==> config.mk <==
export PLATFORM = sky130hd
export DESIGN_NAME = sql_token_lexer_unit
export DESIGN_NICKNAME = d
export VERILOG_FILES = /design/src/rtl/stl_pkg.sv /design/src/rtl/stl_kw.sv /design/src/rtl/stl_core.sv /design/src/rtl/stl_outq.sv /design/src/rtl/sql_token_lexer_unit.sv
export SDC_FILE = /design/constraint.sdc
export NUM_CORES = 1
export LEC_CHECK = 0
export ABC_AREA = 1
export BUFFER_PORTS_ARGS = -buffer_cell sky130_fd_sc_hd__buf_4
export CAP_MARGIN = 40
export CORE_ASPECT_RATIO = 1.75
export CORE_UTILIZATION = 30
export DETAILED_ROUTE_END_ITERATION = 16
export GPL_TIMING_DRIVEN = 0
export PLACE_DENSITY = 0.52
export SLEW_MARGIN = 5
export SYNTH_ARGS = -nofsm -noshare
export SYNTH_HDL_FRONTEND = slang
export SYNTH_SLANG_ARGS = --single-unit
==> constraint.sdc <==
create_clock -name clk -period 8.85 [get_ports clk]
set_input_delay 0.885 -clock clk [delete_from_list [all_inputs] [get_ports clk]]
set_output_delay 0.885 -clock clk [all_outputs]
set_load 0.02 [all_outputs]
==> src/rtl/stl_pkg.sv <==
// ============================================================================
// SQL token lexer package
// Shared widths, mode codes, token kinds and character classes.
// ============================================================================
`default_nettype none

package stl_pkg;

    localparam int STRING_CAPACITY_DEF = 256;
    localparam int COUNTER_BITS_DEF    = 16;
    localparam int OUT_BITS            = 16;

    localparam logic [2:0] M_IDLE    = 3'd0;
    localparam logic [2:0] M_IDENT   = 3'd1;
    localparam logic [2:0] M_NUMBER  = 3'd2;
    localparam logic [2:0] M_SIGN    = 3'd3;
    localparam logic [2:0] M_COMMENT = 3'd4;
    localparam logic [2:0] M_STRING  = 3'd5;
    localparam logic [2:0] M_QUOTE   = 3'd6;
    localparam logic [2:0] M_HALT    = 3'd7;

    localparam logic [4:0] K_EOF    = 5'd0;
    localparam logic [4:0] K_IDENT  = 5'd1;
    localparam logic [4:0] K_INT    = 5'd2;
    localparam logic [4:0] K_STRING = 5'd3;
    localparam logic [4:0] K_SELECT = 5'd4;
    localparam logic [4:0] K_INSERT = 5'd5;
    localparam logic [4:0] K_VALUES = 5'd6;
    localparam logic [4:0] K_WHERE  = 5'd7;
    localparam logic [4:0] K_INTO   = 5'd8;
    localparam logic [4:0] K_NULL   = 5'd9;
    localparam logic [4:0] K_FROM   = 5'd10;
    localparam logic [4:0] K_LPAREN = 5'd11;
    localparam logic [4:0] K_RPAREN = 5'd12;
    localparam logic [4:0] K_COMMA  = 5'd13;
    localparam logic [4:0] K_SEMI   = 5'd14;
    localparam logic [4:0] K_STAR   = 5'd15;
    localparam logic [4:0] K_EQ     = 5'd16;
    localparam logic [4:0] K_PLUS   = 5'd17;
    localparam logic [4:0] K_MINUS  = 5'd18;
    localparam logic [4:0] K_ERROR  = 5'd19;
    localparam logic [4:0] K_CHAR   = 5'd20;

    localparam logic CMD_BYTE = 1'b0;
    localparam logic CMD_END  = 1'b1;

    // One result as it leaves the lexer core.
    typedef struct packed {
        logic [4:0]          kind;
        logic [OUT_BITS-1:0] start;
        logic [OUT_BITS-1:0] length;
        logic [OUT_BITS-1:0] line;
        logic [OUT_BITS-1:0] column;
        logic [7:0]          char_value;
    } result_t;

    // A group of up to two results caused by one input item.
    typedef struct packed {
        logic    count2;
        result_t first;
        result_t second;
    } result_pair_t;

    function automatic logic is_alpha(input logic [7:0] b);
        return (b >= 8'h61 && b <= 8'h7a) || (b >= 8'h41 && b <= 8'h5a) || b == 8'h5f;
    endfunction

    function automatic logic is_digit(input logic [7:0] b);
        return b >= 8'h30 && b <= 8'h39;
    endfunction

    function automatic logic [7:0] to_lower(input logic [7:0] b);
        return (b >= 8'h41 && b <= 8'h5a) ? b + 8'd32 : b;
    endfunction

endpackage

`default_nettype wire

==> src/rtl/stl_kw.sv <==
// ============================================================================
// Keyword classifier
// Maps a finished identifier to its keyword kind or to IDENT.
// ============================================================================
`default_nettype none

module stl_kw #(
    parameter int COUNTER_BITS = 16
) (
    input  wire logic [47:0]             chars,
    input  wire logic [COUNTER_BITS-1:0] length,
    output logic [4:0]                   kind
);
    import stl_pkg::*;

    always_comb
    begin
        kind = K_IDENT;
        if (length == COUNTER_BITS'(6))
        begin
            if (chars == {8'h74, 8'h63, 8'h65, 8'h6c, 8'h65, 8'h73}) kind = K_SELECT;
            if (chars == {8'h74, 8'h72, 8'h65, 8'h73, 8'h6e, 8'h69}) kind = K_INSERT;
            if (chars == {8'h73, 8'h65, 8'h75, 8'h6c, 8'h61, 8'h76}) kind = K_VALUES;
        end
        if (length == COUNTER_BITS'(5))
        begin
            if (chars == {8'h00, 8'h65, 8'h72, 8'h65, 8'h68, 8'h77}) kind = K_WHERE;
        end
        if (length == COUNTER_BITS'(4))
        begin
            if (chars == {16'h0, 8'h6f, 8'h74, 8'h6e, 8'h69}) kind = K_INTO;
            if (chars == {16'h0, 8'h6c, 8'h6c, 8'h75, 8'h6e}) kind = K_NULL;
            if (chars == {16'h0, 8'h6d, 8'h6f, 8'h72, 8'h66}) kind = K_FROM;
        end
    end

endmodule

`default_nettype wire

==> src/rtl/stl_core.sv <==
// ============================================================================
// Lexer core
// Holds the lexer state and computes, for one registered item, the next state
// and up to two results.
// ============================================================================
`default_nettype none

module stl_core #(
    parameter int STRING_CAPACITY = 256,
    parameter int COUNTER_BITS    = 16
) (
    input  wire logic                 clk,
    input  wire logic                 rst_n,
    input  wire logic                 step,
    input  wire logic                 cmd,
    input  wire logic [7:0]           byte_value,
    output stl_pkg::result_pair_t     results,
    output logic                      any_result
);
    import stl_pkg::*;

    localparam int CB = COUNTER_BITS;
    localparam logic [CB-1:0] CMAX = {CB{1'b1}};
    // Decoded length limit (capacity minus one); compare in a wider word.
    localparam logic [CB:0] CAP_M1 = (CB+1)'(STRING_CAPACITY - 1);

    logic [2:0]    mode_reg, mode_next;
    logic [CB-1:0] pos_reg, pos_next, line_reg, line_next, col_reg, col_next;
    logic [CB-1:0] tpos_reg, tpos_next, tline_reg, tline_next, tcol_reg, tcol_next;
    logic [CB-1:0] tlen_reg, tlen_next;
    logic [47:0]   kw_reg, kw_next;
    logic          plus_reg, plus_next;

    logic [4:0]    ident_kind;

    stl_kw #(.COUNTER_BITS(CB)) u_kw (
        .chars  (kw_reg),
        .length (tlen_reg),
        .kind   (ident_kind)
    );

    function automatic logic [OUT_BITS-1:0] sat16(input logic [CB-1:0] v);
        logic [OUT_BITS-1:0] r;
        r = {OUT_BITS{1'b1}};
        if ({{32{1'b0}}, v} <= {{(32+CB-OUT_BITS){1'b0}}, {OUT_BITS{1'b1}}})
            r = OUT_BITS'(v);
        return r;
    endfunction

    function automatic logic [CB-1:0] sat_inc(input logic [CB-1:0] v);
        return (v == CMAX) ? v : v + CB'(1);
    endfunction

    function automatic result_t mk(input logic [4:0] k, input logic [CB-1:0] s,
                                   input logic [CB-1:0] len, input logic [CB-1:0] l,
                                   input logic [CB-1:0] c, input logic [7:0] ch);
        result_t r;
        r.kind = k;
        r.start = sat16(s);
        r.length = sat16(len);
        r.line = sat16(l);
        r.column = sat16(c);
        r.char_value = ch;
        return r;
    endfunction

    result_t r0, r1;
    logic [1:0] n;

    always_comb
    begin
        logic       fresh;
        logic       flush_valid;
        result_t    flush_r;
        logic       is_sep;
        logic [4:0] pk;
        logic       sbyte;
        logic [7:0] b;
        b = byte_value;
        mode_next = mode_reg;
        pos_next = pos_reg; line_next = line_reg; col_next = col_reg;
        tpos_next = tpos_reg; tline_next = tline_reg; tcol_next = tcol_reg;
        tlen_next = tlen_reg; kw_next = kw_reg; plus_next = plus_reg;
        r0 = '0; r1 = '0; n = 2'd0;
        fresh = 1'b0; flush_valid = 1'b0; flush_r = '0; sbyte = 1'b0;
        pk = plus_reg ? K_PLUS : K_MINUS;
        is_sep = (b == 8'h20 || b == 8'h09 || b == 8'h0d || b == 8'h0a);

        // Token pending in the held state, as the end item or a terminator ends it.
        case (mode_reg)
            M_IDENT:  begin flush_valid = 1'b1;
                flush_r = mk(ident_kind, tpos_reg, tlen_reg, tline_reg, tcol_reg, 8'h0); end
            M_NUMBER: begin flush_valid = 1'b1;
                flush_r = mk(K_INT, tpos_reg, tlen_reg, tline_reg, tcol_reg, 8'h0); end
            M_SIGN:   begin flush_valid = 1'b1;
                flush_r = mk(pk, tpos_reg, CB'(1), tline_reg, tcol_reg, 8'h0); end
            M_QUOTE:  begin flush_valid = 1'b1;
                flush_r = mk(K_STRING, tpos_reg, tlen_reg, tline_reg, tcol_reg, 8'h0); end
            M_STRING: begin flush_valid = 1'b1;
                flush_r = mk(K_ERROR, tpos_reg, tlen_reg, tline_reg, tcol_reg, 8'h0); end
            default:  flush_valid = 1'b0;
        endcase

        if (cmd == CMD_END)
        begin
            if (flush_valid)
            begin
                r0 = flush_r;
                r1 = mk(K_EOF, pos_reg, CB'(0), line_reg, col_reg, 8'h0);
                n = 2'd2;
            end
            else
            begin
                r0 = mk(K_EOF, pos_reg, CB'(0), line_reg, col_reg, 8'h0);
                n = 2'd1;
            end
            mode_next = M_IDLE;
            pos_next = '0; line_next = CB'(1); col_next = CB'(1);
            tpos_next = '0; tline_next = CB'(1); tcol_next = CB'(1);
            tlen_next = '0; kw_next = '0; plus_next = 1'b0;
        end
        else if (mode_reg != M_HALT)
        begin
            case (mode_reg)
                M_IDENT:
                    if (is_alpha(b) || is_digit(b))
                    begin
                        case (tlen_reg)
                            CB'(1): kw_next[15:8]  = to_lower(b);
                            CB'(2): kw_next[23:16] = to_lower(b);
                            CB'(3): kw_next[31:24] = to_lower(b);
                            CB'(4): kw_next[39:32] = to_lower(b);
                            CB'(5): kw_next[47:40] = to_lower(b);
                            default: kw_next = kw_reg;
                        endcase
                        tlen_next = sat_inc(tlen_reg);
                    end
                    else begin r0 = flush_r; n = 2'd1; fresh = 1'b1; end
                M_NUMBER:
                    if (is_digit(b)) tlen_next = sat_inc(tlen_reg);
                    else begin r0 = flush_r; n = 2'd1; fresh = 1'b1; end
                M_SIGN:
                    if (is_digit(b))
                    begin
                        mode_next = M_NUMBER; tlen_next = CB'(2);
                    end
                    else if (b == 8'h2d && !plus_reg) mode_next = M_COMMENT;
                    else begin r0 = flush_r; n = 2'd1; fresh = 1'b1; end
                M_COMMENT:
                    if (b == 8'h0a) mode_next = M_IDLE;
                M_STRING:
                    if (b == 8'h27) mode_next = M_QUOTE;
                    else sbyte = 1'b1;
                M_QUOTE:
                    if (b == 8'h27) sbyte = 1'b1;
                    else begin r0 = flush_r; n = 2'd1; fresh = 1'b1; end
                default:
                    fresh = 1'b1;
            endcase

            if (sbyte)
            begin
                if ({1'b0, tlen_reg} + (CB+1)'(1) > CAP_M1)
                begin
                    r0 = mk(K_ERROR, tpos_reg, tlen_reg, tline_reg, tcol_reg, 8'h0);
                    mode_next = M_HALT;
                end
                else
                begin
                    r0 = mk(K_CHAR, tpos_reg, CB'(1), tline_reg, tcol_reg, b);
                    tlen_next = sat_inc(tlen_reg);
                    mode_next = M_STRING;
                end
                n = 2'd1;
            end

            if (fresh)
            begin
                result_t fr;
                logic    emit_f;
                logic [4:0] k;
                fr = '0; emit_f = 1'b0; k = K_ERROR;
                tpos_next = pos_reg; tline_next = line_reg; tcol_next = col_reg;
                mode_next = M_IDLE;
                if (is_sep) mode_next = M_IDLE;
                else if (is_alpha(b))
                begin
                    mode_next = M_IDENT; tlen_next = CB'(1); kw_next = {40'h0, to_lower(b)};
                end
                else if (b == 8'h2b || b == 8'h2d)
                begin
                    mode_next = M_SIGN; plus_next = (b == 8'h2b); tlen_next = CB'(1);
                end
                else if (is_digit(b)) begin mode_next = M_NUMBER; tlen_next = CB'(1); end
                else if (b == 8'h27) begin mode_next = M_STRING; tlen_next = '0; end
                else
                begin
                    case (b)
                        8'h28:   k = K_LPAREN;
                        8'h29:   k = K_RPAREN;
                        8'h2c:   k = K_COMMA;
                        8'h3b:   k = K_SEMI;
                        8'h2a:   k = K_STAR;
                        8'h3d:   k = K_EQ;
                        default: begin k = K_ERROR; mode_next = M_HALT; end
                    endcase
                    emit_f = 1'b1;
                    fr = mk(k, pos_reg, CB'(1), line_reg, col_reg, 8'h0);
                end
                if (emit_f)
                begin
                    if (n == 2'd0) begin r0 = fr; n = 2'd1; end
                    else begin r1 = fr; n = 2'd2; end
                end
            end

            pos_next = sat_inc(pos_reg);
            if (b == 8'h0a) begin line_next = sat_inc(line_reg); col_next = CB'(1); end
            else col_next = sat_inc(col_reg);
        end
    end

    assign any_result     = (n != 2'd0);
    assign results.count2 = (n == 2'd2);
    assign results.first  = r0;
    assign results.second = r1;

    always_ff @(posedge clk or negedge rst_n)
    begin
        if (!rst_n)
        begin
            mode_reg <= M_IDLE;
            pos_reg <= '0; line_reg <= CB'(1); col_reg <= CB'(1);
            tpos_reg <= '0; tline_reg <= CB'(1); tcol_reg <= CB'(1);
            tlen_reg <= '0; kw_reg <= '0; plus_reg <= 1'b0;
        end
        else if (step)
        begin
            mode_reg <= mode_next;
            pos_reg <= pos_next; line_reg <= line_next; col_reg <= col_next;
            tpos_reg <= tpos_next; tline_reg <= tline_next; tcol_reg <= tcol_next;
            tlen_reg <= tlen_next; kw_reg <= kw_next; plus_reg <= plus_next;
        end
    end

endmodule

`default_nettype wire

==> src/rtl/stl_outq.sv <==
// ============================================================================
// Result queue
// Small FIFO of results that feeds the output channel.
// ============================================================================
`default_nettype none

module stl_outq (
    input  wire logic                 clk,
    input  wire logic                 rst_n,
    input  wire logic                 push,
    input  wire stl_pkg::result_pair_t push_data,
    output logic                      room,
    output logic                      out_valid,
    input  wire logic                 out_stall,
    output stl_pkg::result_t          out_data,
    output logic                      out_last
);
    import stl_pkg::*;

    // Four entries: two for results in flight and two so a new pair fits.
    result_t    mem_reg [4];
    logic       lastm_reg [4];
    logic [1:0] rd_reg, wr_reg;
    logic [2:0] cnt_reg;
    logic       pop;
    logic [2:0] add;

    assign pop       = out_valid && !out_stall;
    assign out_valid = (cnt_reg != 3'd0);
    assign out_data  = mem_reg[rd_reg];
    assign out_last  = lastm_reg[rd_reg];
    assign add       = push ? (push_data.count2 ? 3'd2 : 3'd1) : 3'd0;
    // Room for a full pair, without counting on this cycle's pop.
    assign room      = (cnt_reg <= 3'd2);

    always_ff @(posedge clk)
    begin
        if (push)
        begin
            mem_reg[wr_reg]   <= push_data.first;
            lastm_reg[wr_reg] <= !push_data.count2;
            if (push_data.count2)
            begin
                mem_reg[wr_reg + 2'd1]   <= push_data.second;
                lastm_reg[wr_reg + 2'd1] <= 1'b1;
            end
        end
    end

    always_ff @(posedge clk or negedge rst_n)
    begin
        if (!rst_n)
        begin
            rd_reg <= '0; wr_reg <= '0; cnt_reg <= '0;
        end
        else
        begin
            rd_reg  <= rd_reg + {1'b0, pop};
            wr_reg  <= wr_reg + add[1:0];
            cnt_reg <= cnt_reg + add - {2'b0, pop};
        end
    end

endmodule

`default_nettype wire

==> src/rtl/sql_token_lexer_unit.sv <==
// ============================================================================
// SQL token lexer
// Turns a stream of SQL source bytes into tokens with position information.
// ============================================================================
// The lexer takes one source byte or one end item per clock. Each accepted
// transfer is registered and decoded by the lexer core once the result queue
// has room, and its zero, one or two results are written into that four-entry
// queue, which drives the output channel; a new item is accepted while the
// previous one is decoded, and results pass the input register and the queue.
// The input stalls only when the queue could not take a full pair of results.
// Results of one item leave in order, the final one marked by last. After an
// ERROR the lexer ignores bytes until the end item, which emits EOF and
// returns all position counters to their reset values.
`default_nettype none

module sql_token_lexer_unit #(
    parameter int STRING_CAPACITY = stl_pkg::STRING_CAPACITY_DEF,
    parameter int COUNTER_BITS    = stl_pkg::COUNTER_BITS_DEF
) (
    input  wire logic        clk,
    input  wire logic        rst_n,
    input  wire logic        in_valid,
    output logic             in_stall,
    input  wire logic        cmd,
    input  wire logic [7:0]  byte_value,
    output logic             out_valid,
    input  wire logic        out_stall,
    output logic [4:0]       token_kind,
    output logic [15:0]      text_start,
    output logic [15:0]      text_length,
    output logic [15:0]      token_line,
    output logic [15:0]      start_column,
    output logic [7:0]       char_value,
    output logic             last
);
    import stl_pkg::*;

    logic         hold_reg;
    logic         cmd_reg;
    logic [7:0]   byte_reg;
    logic         room;
    logic         step;
    logic         any_result;
    result_pair_t pair;
    result_t      head;

    // The registered item is consumed whenever the queue can absorb a pair.
    assign step     = hold_reg && room;
    assign in_stall = hold_reg && !room;

    always_ff @(posedge clk or negedge rst_n)
    begin
        if (!rst_n)
            hold_reg <= 1'b0;
        else if (!in_stall)
            hold_reg <= in_valid;
    end

    always_ff @(posedge clk)
    begin
        if (in_valid && !in_stall)
        begin
            cmd_reg  <= cmd;
            byte_reg <= byte_value;
        end
    end

    stl_core #(
        .STRING_CAPACITY (STRING_CAPACITY),
        .COUNTER_BITS    (COUNTER_BITS)
    ) u_core (
        .clk        (clk),
        .rst_n      (rst_n),
        .step       (step),
        .cmd        (cmd_reg),
        .byte_value (byte_reg),
        .results    (pair),
        .any_result (any_result)
    );

    stl_outq u_outq (
        .clk       (clk),
        .rst_n     (rst_n),
        .push      (step && any_result),
        .push_data (pair),
        .room      (room),
        .out_valid (out_valid),
        .out_stall (out_stall),
        .out_data  (head),
        .out_last  (last)
    );

    assign token_kind   = head.kind;
    assign text_start   = head.start;
    assign text_length  = head.length;
    assign token_line   = head.line;
    assign start_column = head.column;
    assign char_value   = head.char_value;

endmodule

`default_nettype wire
-- After elaboration in Yosys (flattened, before gate mapping)
Memories as Yosys holds them, arrays and structs flattened.
Cells that the tools add are included.
- $lt $le $gt $ge: 8
- mux-type cells: 150
- equal/unequal tests: 47
- bitwise operators: 0
- $mul: 0
- div/mod/pow operators: 0
- add/sub/neg operators: 11
- shift-type cells: 0
- reduce and logical (&&, ||, !) cells: 39
- operators with widths (operator ; number):
    $mux W77 ; 22
    $mux W16 ; 34
    $pmux W77 S5 ; 1
    $mux W48 ; 7
    $pmux W77 S4 ; 1
    $eq A48 B31 Y1 const B ; 3
    $eq A48 B47 Y1 const B ; 3
    $eq A8 B6 Y1 const B ; 10
    $mux W75 ; 1
    $mux W72 ; 1
    $add A16 B1 Y16 const B ; 4
    $eq A16 B16 Y1 const B ; 4
    $eq A16 B3 Y1 const B ; 3
    $eq A48 B39 Y1 const B ; 1
    $mux W3 ; 16
    $mux W8 ; 6
    $pmux W16 S3 ; 1
    $mux W5 ; 9
    $mux W1 ; 33
    $eq A16 B2 Y1 const B ; 2
    $pmux W5 S6 ; 1
    $mux W2 ; 13
    $eq A8 B4 Y1 const B ; 3
    $add A16 B1 Y17 const B ; 1
    41 further kinds ; 75
- logic and storage cells: 273
- RAM bits: 312
- output and inout bits: 80
- input bits: 13
- latch bits: 0
- ROM bits: 0
- flip-flop bits (word level): 181
- memories: 2
- memory list (name ; depth ; bits a word ; read ports ; clocked after Yosys merged registers in ; write ports ; RTL line ; RTL):
    u_outq.mem_reg ; 4 ; 77 ; 1 ; 0 ; 2 ; stl_outq.sv:21 ; result_t mem_reg [4];
    u_outq.lastm_reg ; 4 ; 1 ; 1 ; 0 ; 2 ; stl_outq.sv:22 ; logic lastm_reg [4];

-- Depth between registers and ports, before layout
Gate-level depths: netlist of the first run.
- depth after elaboration: 21
- depth in mapped cells: 23
- mapped depth without buffers: 21

-- Hierarchy
Synthesis of the first run repeated with hierarchy kept, for this count alone.
- cell total of the unflattened synthesis: 3863
- area total of the unflattened synthesis: 29808.6 µm²
- by module, submodules not included (module ; sequential area each (µm²) ; times used ; cells each ; area each (µm²)):
    stl_outq ; 9504.1 ; 1 ; 1675 ; 15728.8
    stl_core ; 4108.9 ; 1 ; 1967 ; 12889.9
    stl_kw ; 0.0 ; 1 ; 201 ; 844.6
    sql_token_lexer_unit ; 295.3 ; 1 ; 20 ; 345.3

-- Worst setup path before layout of the first run
Ideal clock, no wire load.
- path kind: register to register
- start point: register byte_reg[6]
- end point: memory u_outq.mem_reg[0][10] (netlist name) (enable)
- data required time: 8.437 ns
- stages on the path, launching flop included: 19
- path slack: 4.728 ns
- path buffers: 1
- library setup time: 0.413 ns
- period minus slack after synthesis: 4.122 ns
- arrival time: 3.709 ns
- cell sequence: edfxtp_1 -> inv_1 -> ha_1 -> nand2_1 -> o21bai_2 -> nand2_4 -> nand2_2 -> nand2_4 -> nor2_8 -> nand3_4 -> ha_1 -> nand2_1 -> nand2_2 -> nand3_2 -> nand2_4 -> nor2_8 -> nand2_1 -> buf_2 -> nand2_1
- RTL lines (what ; RTL line ; RTL):
    start, declared ; sql_token_lexer_unit.sv:40 ; logic [7:0] byte_reg;
    start signal, assigned ; sql_token_lexer_unit.sv:64 ; byte_reg <= byte_value;
    end, declared ; stl_outq.sv:21 ;

-- Worst setup path after layout of the first run
- start point: register u_outq.rd_reg[0]
- end point: output start_column[2]
- cells in the longest elaborated chain, start to end: 1
- ends and longest elaborated chain (what ; RTL line ; RTL):
    start, declared ; stl_outq.sv:23 ; logic [1:0] rd_reg, wr_reg;
    start signal, assigned ; stl_outq.sv:58 ; rd_reg <= rd_reg + {1'b0, pop};
    $mem_v2 Z4 W77 ; -- ;
    end, declared ; sql_token_lexer_unit.sv:32 ; output logic [15:0] start_column,
No other way between the ends.

==> results.cfg, run 1 <==
[clock_network]
number_of_levels_the_h_tree_was_split_into = 2
post_cts_buffers = 0
tritoncts = done
cts-resized-gates = 0
ctsHoldBuffers = 0
cts.reportedPaths.clkPinSlew_ns = 0.06
worst_skew_pair.late_latency_ns = 0.64
numCtsBuffers = 50
cts.sink_count = 493
clk_path_buf_depth = 3
cts_root_buffer = sky130_fd_sc_hd__clkbuf_16

[synth]
leading_cell_type_by_number_of_instances_after_synthesis = sky130_fd_sc_hd__nand2_1
ys_async_sr_fraction_pct = 34.89
syn_nets = 3829
synth_common_cells = sky130_fd_sc_hd__nand2_1, sky130_fd_sc_hd__nor2_1, sky130_fd_sc_hd__o21ai_0
post_synth_mux_area_share_pct = 0.07007
yosysWarnings = 0
post_synth_xor_area_fraction_pct = 0.4905
yosys.area_share.simple_pct = 26.39
synth_compound_gate_area_share_pct = 18.10
post_synth_instance_area_sq_um = 28570
synth-main-ff-cell = sky130_fd_sc_hd__edfxtp_1
largest_family_of_logic_cells_by_synthesized_area = simple AND/OR/NAND/NOR gates
synth_cell_types = 66
yosysTopAreaCellShare_pct = 23.65
synth_edf_count = 225
yosys_register_bits = 493
synth_sequential_area_ratio_pct = 45.46
postSynthAreaPerCell_sq_um = 7.519
synth.top_cells.by_area = sky130_fd_sc_hd__edfxtp_1, sky130_fd_sc_hd__dfrtp_1, sky130_fd_sc_hd__nand2_1
post-synth-top-area-cell = sky130_fd_sc_hd__edfxtp_1
post_synth_fa_ha_maj_area_fraction_pct = 0.7270
post_synth_inst_count = 3800

[setup_path]
cp_max_fo = 10
cp.arrival_ns = 3.87
worstPathRequired_ns = 7.97
worst-setup-path-type = register to primary output
timing.critical_path.to_type = primary output
worstSetupPathDepth = 8
cpPeakStageDelay_ns = 0.65
cpMaxStageDelayCell = sky130_fd_sc_hd__clkbuf_1
path_cells = clkbuf_1, buf_6, inv_1, clkbuf_1, buf_1, nor2_1, o22ai_1, buf_4
cp_common_cell = sky130_fd_sc_hd__clkbuf_1
crit_family = buffers and inverters
buf_inv_stages_crit_path = 6
worstRegToRegCells = 22
worst_setup_path_start_kind = register

[grt]
grt.total_usage_pct = 23.04
grt_antenna_before_repair = 0
grt_remaining_overflow = 0
largest_net_degree_at_the_start_of_global_routing = 98
via_count_of_the_first_global_routing_pass = 27100
grt_pass1_wl_mm = 168.8

[sta]
max_freq_ghz = 0.2102
worst_skew_ns = 0.02537
number_of_endpoints_with_negative_hold_slack_in_the_final_report = 0
finalSetupViolCount = 0
unrepaired_setup_endpoints_after_global_routing = false
fin_setup_tns_ns = 0
worst-slew-pin-transition_ns = 0.9178
final.min_clock_period_ns = 4.757
timing.final.crit_share_pct = 53.75
finalMaxSlewViolations = 0
maxSlewHeadroom_pct = 38.53

[pwr]
leakage_uw = 0.01337
report.power.total_uw = 11300
power_density_nw_per_um2 = 344.7
peakVddDrop_uv = 170.7

[layout]
largest_register_ffs = 308
syn_to_final_growth_pct = 14.74
finish.cell_count_without_fillers = 5212
fin_area_sq_um = 32780
num-nets-final = 3991
diodes = 0
final_layout_size_suffix_gt1_share_pct = 8.866

[drt]
drt_first_pass_iters = 5
drt-initial-drc-count = 2318
avgRoutedWirePerCell_um = 21.74
drt_wl_total_mm = 113.3
detail-route-antenna-nets = 0
detail_route.drc_violations = 0
vias_per_cell = 5.287
detailroute.via_count = 27560

[outcome]
status = complete, no violations

[floorplan]
area_of_the_die_sq_um = 96520
die_w_um = 235.3
ioPinCount = 93
floorplan.initialDensity_pct = 30.29
placement_rows = 149
die_h_um = 410.2
core_sq_um = 94330

[run]
maxCapViolCount = 0

[placed_design]
dpl_cell_area_sq_um = 31080
port_buffer_cells = 92
hpwlAfterDp_mm = 85.78
routabilityCongestion = 0.9353
numPlacedInstances = 5118

[hold_path]
hold_crit_class = input port to async pin
==> worst reg2reg max path: stages, from the launching register on <==
cell and delay [ns]:
sky130_fd_sc_hd__edfxtp_1 0.35, sky130_fd_sc_hd__buf_4 0.21, sky130_fd_sc_hd__inv_2 0.17, sky130_fd_sc_hd__nand2_2 0.13, sky130_fd_sc_hd__nor2_2 0.16, sky130_fd_sc_hd__nand2_1 0.14, sky130_fd_sc_hd__nor3_2 0.56, sky130_fd_sc_hd__a21oi_1 0.08
sky130_fd_sc_hd__nand2_1 0.22, sky130_fd_sc_hd__nor3_4 0.10, sky130_fd_sc_hd__ha_1 0.30, sky130_fd_sc_hd__nand2_1 0.08, sky130_fd_sc_hd__nand2_2 0.05, sky130_fd_sc_hd__nand3_2 0.13, sky130_fd_sc_hd__nand2_4 0.10, sky130_fd_sc_hd__nor2_8 0.16
sky130_fd_sc_hd__buf_6 0.20, sky130_fd_sc_hd__buf_2 0.27, sky130_fd_sc_hd__inv_1 0.10, sky130_fd_sc_hd__ha_1 0.30, sky130_fd_sc_hd__fa_1 0.38, sky130_fd_sc_hd__xnor2_1 0.18, sky130_fd_sc_hd__xor2_1 0.15
==> cells by family (layout without fill, tap and decap cells) <==
group | count (synthesis) | after routing
AND/OR/NAND/NOR | 1736 | 1736
XOR/XNOR | 16 | 16
AO/OA/AOI/OAI | 945 | 945
flip-flops | 493 | 493
buffers and inverters | 592 | 796
adder cells (fa/ha/maj) | 16 | 16
multiplexers | 2 | 2
==> area by class of cell <==
| type | instances | area [sq um] |
|---|---|---|
| sequential | 493 | 12990 |
| timing repair buffer | 110 | 965.9 |
| buffer | 259 | 1244 |
| tap | 1208 | 1511 |
| clock buffer | 58 | 1303 |
| clock inverter | 36 | 402.9 |
| inverter | 333 | 1260 |
| multi-input combinational | 2715 | 13110 |
| fill | 10110 | 61550 |
==> placed cells by master (no fill, tap or decap), types with 12 or more instances in the layout <==
master                      instances
sky130_fd_sc_hd__a21oi_1          145
sky130_fd_sc_hd__buf_1             16
sky130_fd_sc_hd__buf_2             60
sky130_fd_sc_hd__buf_4            112
sky130_fd_sc_hd__buf_6             25
sky130_fd_sc_hd__clkbuf_1         156
sky130_fd_sc_hd__clkbuf_16         51
sky130_fd_sc_hd__clkinv_1          15
sky130_fd_sc_hd__clkinv_2          16
sky130_fd_sc_hd__dfrtp_1          168
sky130_fd_sc_hd__dfxtp_1           96
sky130_fd_sc_hd__edfxtp_1         225
sky130_fd_sc_hd__ha_1              15
sky130_fd_sc_hd__inv_1            312
sky130_fd_sc_hd__nand2_1          770
sky130_fd_sc_hd__nand2_4           12
sky130_fd_sc_hd__nand3_1          370
sky130_fd_sc_hd__nand4_1           37
sky130_fd_sc_hd__nor2_1           423
sky130_fd_sc_hd__nor3_1            62
sky130_fd_sc_hd__o211ai_1          49
sky130_fd_sc_hd__o21ai_0          408
sky130_fd_sc_hd__o21ai_1          145
sky130_fd_sc_hd__o22ai_1          161
sky130_fd_sc_hd__xor2_1            15
==> layer usage <==
| layer | routed length (um) | track usage, % | up-vias |
|---|---|---|---|
| met4 | 6827 | 13.76 | 0 |
| met5 | 0 | 0 | - |
| met2 | 57950 | 42.05 | 983 |
| met3 | 6118 | 2.736 | 270 |
| met1 | 42440 | 25.53 | 13030 |
| li1 | - | - | 13280 |
==> where the power goes <==
part | internal (uW) | total (uW) | leakage, uW | switching [uW]
combinational | 1600 | 5860 | 0.00719 | 4250
clock | 1290 | 2300 | 0.000827 | 1000
sequential | 2920 | 3150 | 0.00535 | 224
total | 5820 | 11300 | 0.0134 | 5480
==> final timing paths <==
check / startpoint / endpoint / slack, ns
min: rst_n / u_core.tline_reg[3] / 0.21
max reg2reg: byte_reg[2] / u_outq.cnt_reg[2] / 4.26
max in group asynchronous: rst_n / u_core.tlen_reg[9] / 7.58
max: u_outq.rd_reg[0] / start_column[2] / 4.09
min in group clk: byte_value[1] / byte_reg[1] / 0.43
min reg2reg: u_outq.mem_reg[3][50] / u_outq.mem_reg[3][50] / 0.47
==> per-stage QoR <==
step	worst slack (ns)	hold slack, ns	util [%]
floorplan	4.728	0.4236	-
global placement	2.523	0.4357	32.62
detailed placement	4.298	0.4448	32.95
CTS	4.086	0.2552	34.75
global route	3.997	0.2621	34.75
finish	4.093	0.2109	34.75
No activity file was read; power rests on OpenSTA's default activity.
==> run 2, diff against run 1 <==
clock period = 4.6 ns   (was 8.85 ns; I/O delays follow)
==> results.cfg, run 2 (synthesized netlist as in run 1, its figures left out) <==
[sta]
final.min_clock_period_ns = 4.365
finalMaxSlewViolations = 0
worst-slew-pin-transition_ns = 0.9058
finalSetupViolCount = 0
max_freq_ghz = 0.2291
unrepaired_setup_endpoints_after_global_routing = false
worst_hold_slack_ns = 0.04853
timing.final.crit_share_pct = 94.88
number_of_endpoints_with_negative_hold_slack_in_the_final_report = 0
maxSlewHeadroom_pct = 39.33
worst_skew_ns = 0.02539

[layout]
largest_register_ffs = 308
diodes = 0
most-common-layout-cells = sky130_fd_sc_hd__nand2_1, sky130_fd_sc_hd__nor2_1, sky130_fd_sc_hd__o21ai_0
num-nets-final = 4006
layout_commonest_cell = sky130_fd_sc_hd__nand2_1
final_layout_size_suffix_gt1_share_pct = 8.982
syn_to_final_growth_pct = 15.27

[outcome]
status = complete, no violations

[grt]
globalRoute.busiestLayer = met2
largest_net_degree_at_the_start_of_global_routing = 98
grt_antenna_before_repair = 0
grt_pass1_wl_mm = 168.9
via_count_of_the_first_global_routing_pass = 27130
grt_util_met3_pct = 2.736
groute.layer.met2.usage_pct = 42.08
grt_remaining_overflow = 0
met1_demand_to_capacity_share_in_global_routing_pct = 25.53
grt.total_usage_pct = 23.05

[clock_network]
numCtsBuffers = 50
cts_root_buffer = sky130_fd_sc_hd__clkbuf_16
tritoncts = done
number_of_levels_the_h_tree_was_split_into = 2
cts.reportedPaths.clkPinSlew_ns = 0.06
clk_path_buf_depth = 3
worst_skew_pair.late_latency_ns = 0.64
cts.sink_count = 493

[drt]
vias_per_cell = 5.304
detail_route.drc_violations = 0
detail-route-antenna-nets = 0
drt_first_pass_iters = 5
drt_wl_total_mm = 113.6
drt-initial-drc-count = 2264
avgRoutedWirePerCell_um = 21.72
detailroute.via_count = 27720

[pwr]
power_frac_clock_pct = 20.3
power_density_nw_per_um2 = 661.7
seq_power_share_pct = 27.7
report.power.total_uw = 21790
peakVddDrop_uv = 328.8
leakage_uw = 0.01345
combinationalPowerShare_pct = 52.0
power_switching_uw = 10580
power.internal_uw = 11220
sw_frac_of_total_pct = 48.53

[placed_design]
routabilityCongestion = 0.9353
port_buffer_cells = 92
hpwlAfterDp_mm = 85.78

[setup_path]
worst_setup_path_start_kind = register
cpMaxStageDelayCell = sky130_fd_sc_hd__buf_1
cpPeakStageDelay_ns = 0.65
worst-setup-path-type = register to primary output
worstPathRequired_ns = 4.14
path_cells = clkbuf_1, buf_6, inv_1, clkbuf_1, buf_1, nor2_1, o22ai_1, buf_4
crit_family = buffers and inverters
cp_common_cell = sky130_fd_sc_hd__clkbuf_1
timing.critical_path.to_type = primary output
buf_inv_stages_crit_path = 6
cp_max_fo = 10
cp.arrival_ns = 3.90

[hold_path]
hold_crit_class = input port to register

[floorplan]
ioPinCount = 93
die_h_um = 410.2
core_sq_um = 94330
placement_rows = 149
die_w_um = 235.3
floorplan.initialDensity_pct = 30.29
area_of_the_die_sq_um = 96520

[run]
maxCapViolCount = 0
run 2: cell count changes in the layout (fill, tap and decap cells not counted), sizes merged:
| cell | delta |
|---|---|
| dlygate4sd3 | +10 |
| buf | +5 |
run 2: path summary, 6_finish.rpt:
check,startpoint,to,slack [ns],depth (start not counted)
max,u_outq.rd_reg[0],start_column[2],0.24,8
min,in_valid,hold_reg,0.05,3
max reg2reg,byte_reg[2],u_outq.mem_reg[2][17],0.27,18
min reg2reg,u_outq.mem_reg[3][6],u_outq.mem_reg[3][6],0.47,2
max in group asynchronous,rst_n,u_core.tlen_reg[9],3.18,3
min in group asynchronous,rst_n,u_core.tline_reg[3],0.38,2
run 2: cell type report:
type,instances,area [sq um]
Fill cell,10110,61400
Multi-Input combinational cell,2715,13120
Sequential cell,493,12990
Tap cell,1208,1511
Clock buffer,58,1303
Inverter,333,1260
Buffer,258,1239
Timing Repair Buffer,126,1111
Clock inverter,36,402.9
run 2: per-stage QoR:
step                      util, %  setup slack, ns  cell area [sq um]  cells  setup TNS, ns
after global placement      32.62           -1.727              30770   5100        -358.03
after floorplan                 -           0.4785              28570   3800              0
after global routing        34.91           0.1722              32930   5227              0
after detailed placement    32.95          0.04778              31080   5118              0
after CTS                   34.86          0.02744              32880   5222              0
final                       34.91           0.2355              32930   5227              0
run 2: power by group through the flow:
stage          Combinational [uW]  Clock, uW  Sequential (uW)
3_5_place_dp                11200          0             6130
5_1_grt                     12100       4660             6130
2_1_floorplan                6580          0             6010
4_1_cts                     11300       4520             6040
6_report                    11300       4420             6050
3_3_place_gp                11000          0             6170
run 2: tightest hold or removal path, stage by stage:
cell and delay, ns:
sky130_fd_sc_hd__buf_4 0.08, sky130_fd_sc_hd__inv_1 0.03, sky130_fd_sc_hd__o21ai_0 0.07
run 2: timing repair:
item	in CTS	in global routing
hold endpoints to repair	82	0
hold buffers	10	0
buffers inserted	0	6
gates resized for setup	0	2
endpoints found under the setup margin	0	11
run 2: layer usage:
| layer | wire, um | up-vias |
|---|---|---|
| met5 | 0 | - |
| met4 | 6955 | 0 |
| met3 | 5954 | 282 |
| met2 | 58080 | 967 |
| met1 | 42570 | 13170 |
| li1 | - | 13310 |
==> run 3, diff against run 2 <==
CELL_PAD_IN_SITES_DETAIL_PLACEMENT = 1   (was unset)
CELL_PAD_IN_SITES_GLOBAL_PLACEMENT = 1   (was unset)
PLACE_DENSITY = 0.64   (was 0.52)
==> results.cfg, run 3 (synthesized netlist as in run 1, its figures left out) <==
[drt]
detail_route.drc_violations = 0
total_length_of_routed_met3_wires_mm = 4.051
drt_wl_total_mm = 122.9
vias_per_cell = 5.384
detailroute.via_count = 28200
detailroute.wirelength.met2_mm = 64.16
detail-route-antenna-nets = 0
avgRoutedWirePerCell_um = 23.47
drt-initial-drc-count = 1512
maxUsedRoutingLayer = met5
m1WireLength_mm = 48.62
drt_first_pass_iters = 5

[pwr]
power_density_nw_per_um2 = 671.1
leakage_uw = 0.01353
peakVddDrop_uv = 346.8

[layout]
layout.filler_cells = 11650
layout_commonest_cell = sky130_fd_sc_hd__nand2_1
final_layout_size_suffix_gt1_share_pct = 9.308
syn_to_final_growth_pct = 15.80
diodes = 0
final_util_pct = 35.07
largest_register_ffs = 308
fin_area_sq_um = 33090
most-common-layout-cells = sky130_fd_sc_hd__nand2_1, sky130_fd_sc_hd__nor2_1, sky130_fd_sc_hd__o21ai_0
num-nets-final = 4014

[clock_network]
cts_root_buffer = sky130_fd_sc_hd__clkbuf_16
number_of_levels_the_h_tree_was_split_into = 2
numCtsBuffers = 52
tritoncts = done
clk_path_buf_depth = 3
cts.sink_count = 493
cts.reportedPaths.clkPinSlew_ns = 0.07
worst_skew_pair.late_latency_ns = 0.66

[sta]
worst_skew_ns = 0.04620
finalMaxSlewViolations = 0
timing.final.crit_share_pct = 98.23
fin_setup_tns_ns = 0
max_freq_ghz = 0.2213
worst-slew-pin-transition_ns = 0.9036
maxSlewHeadroom_pct = 39.76
finalSetupViolCount = 0
final.min_clock_period_ns = 4.518
number_of_endpoints_with_negative_hold_slack_in_the_final_report = 0

[floorplan]
area_of_the_die_sq_um = 96520
die_w_um = 235.3
floorplan.initialDensity_pct = 30.29
core_sq_um = 94330
ioPinCount = 93
placement_rows = 149
die_h_um = 410.2

[grt]
grt_remaining_overflow = 0
grt_antenna_before_repair = 1
via_count_of_the_first_global_routing_pass = 29540
grt.total_usage_pct = 25.37
largest_net_degree_at_the_start_of_global_routing = 102
grt_pass1_wl_mm = 185.9

[setup_path]
cp.arrival_ns = 4.06
worst-setup-path-type = register to primary output
cp_max_fo = 10
worst_setup_path_start_kind = register
timing.critical_path.to_type = primary output
worstPathRequired_ns = 4.14

[placed_design]
dpl_cell_area_sq_um = 31070
routabilityCongestion = 0.9144
port_buffer_cells = 92
hpwlAfterDp_mm = 93.46

[hold_path]
hold_crit_class = input port to register

[run]
maxCapViolCount = 0

[outcome]
status = complete, no violations
## run 3: cell count changes in the layout (fill, tap and decap cells not counted), moves of 2 or more
cell                         delta
sky130_fd_sc_hd__clkinvlp_2     +2
sky130_fd_sc_hd__clkinv_2       +3
sky130_fd_sc_hd__buf_6          -4
sky130_fd_sc_hd__buf_4         +10
sky130_fd_sc_hd__clkbuf_8       +4
sky130_fd_sc_hd__clkbuf_1       +2
sky130_fd_sc_hd__inv_6          -2
sky130_fd_sc_hd__clkinv_1       -6
sky130_fd_sc_hd__clkinv_4       -2
## run 3: worst paths after layout
kind,from,end,slack (ns),cells after the start
max in group asynchronous,rst_n,u_core.tline_reg[6],3.11,3
worst max-delay path,u_outq.rd_reg[0],start_column[2],0.08,7
min in group asynchronous,rst_n,u_core.kw_reg[14],0.39,2
worst max register to register,byte_reg[4],u_outq.cnt_reg[2],0.27,20
worst min register to register,u_outq.mem_reg[3][6],u_outq.mem_reg[3][6],0.47,2
worst min-delay path,in_valid,hold_reg,0.03,3
## run 3: where the power goes
part           internal, uW  total, uW  leakage, uW  switching [uW]
Combinational          3090      11500      0.00729            8410
Sequential             5620       6040      0.00535             415
Clock                  2660       4670     0.000888            2010
Total                 11400      22200       0.0135           10800
## run 3: final cells by class
type                       count  area (sq um)  share of cell area, %
multi-input combinational   2715         13120                  39.65
inverter                     333          1260                  3.808
sequential                   493         12990                  39.25
buffer                       259          1244                  3.759
clock inverter                33         439.2                  1.327
clock buffer                  65          1390                  4.201
timing repair buffer         131          1136                  3.434
tap                         1208          1511                  4.568
## run 3: routing by layer
metal  track usage, %  vias to the layer above
met1            29.06                    13980
met4            12.15                        2
li1                 -                    13300
met3            2.118                      260
met2            47.20                      650
met5                0                        -
## run 3: repair_timing
action                     4_1_cts  5_1_grt
pin swaps                        0        2
setup endpoints to repair        1      135
gates cloned                     0        0
hold endpoints to repair        80        0
setup buffers                    0       11
hold buffers                    10        0
resized for setup                1        1
## run 3: stage by stage
| step | hold slack [ns] | total power [uW] | setup WS, ns | std cells |
|---|---|---|---|---|
| after detailed placement | 0.4505 | 17600 | -0.08708 | 5118 |
| after floorplan | 0.1644 | 12590 | 0.4785 | 3800 |
| after global placement | 0.4352 | 17350 | -1.912 | 5100 |
| final | 0.03371 | 22200 | 0.08156 | 5237 |
| after CTS | 0.01840 | 22300 | 0.06766 | 5226 |
| after global routing | 0.05709 | 23350 | -0.0006408 | 5237 |
## run 3: worst max-delay path, stage by stage, from the launching register on
cell                       delay (ns)
sky130_fd_sc_hd__dfrtp_1         0.48
sky130_fd_sc_hd__clkbuf_1        0.39
sky130_fd_sc_hd__inv_1           0.22
sky130_fd_sc_hd__clkbuf_1        0.65
sky130_fd_sc_hd__buf_1           0.70
sky130_fd_sc_hd__nor2_1          0.09
sky130_fd_sc_hd__o22ai_1         0.61
sky130_fd_sc_hd__buf_4           0.26
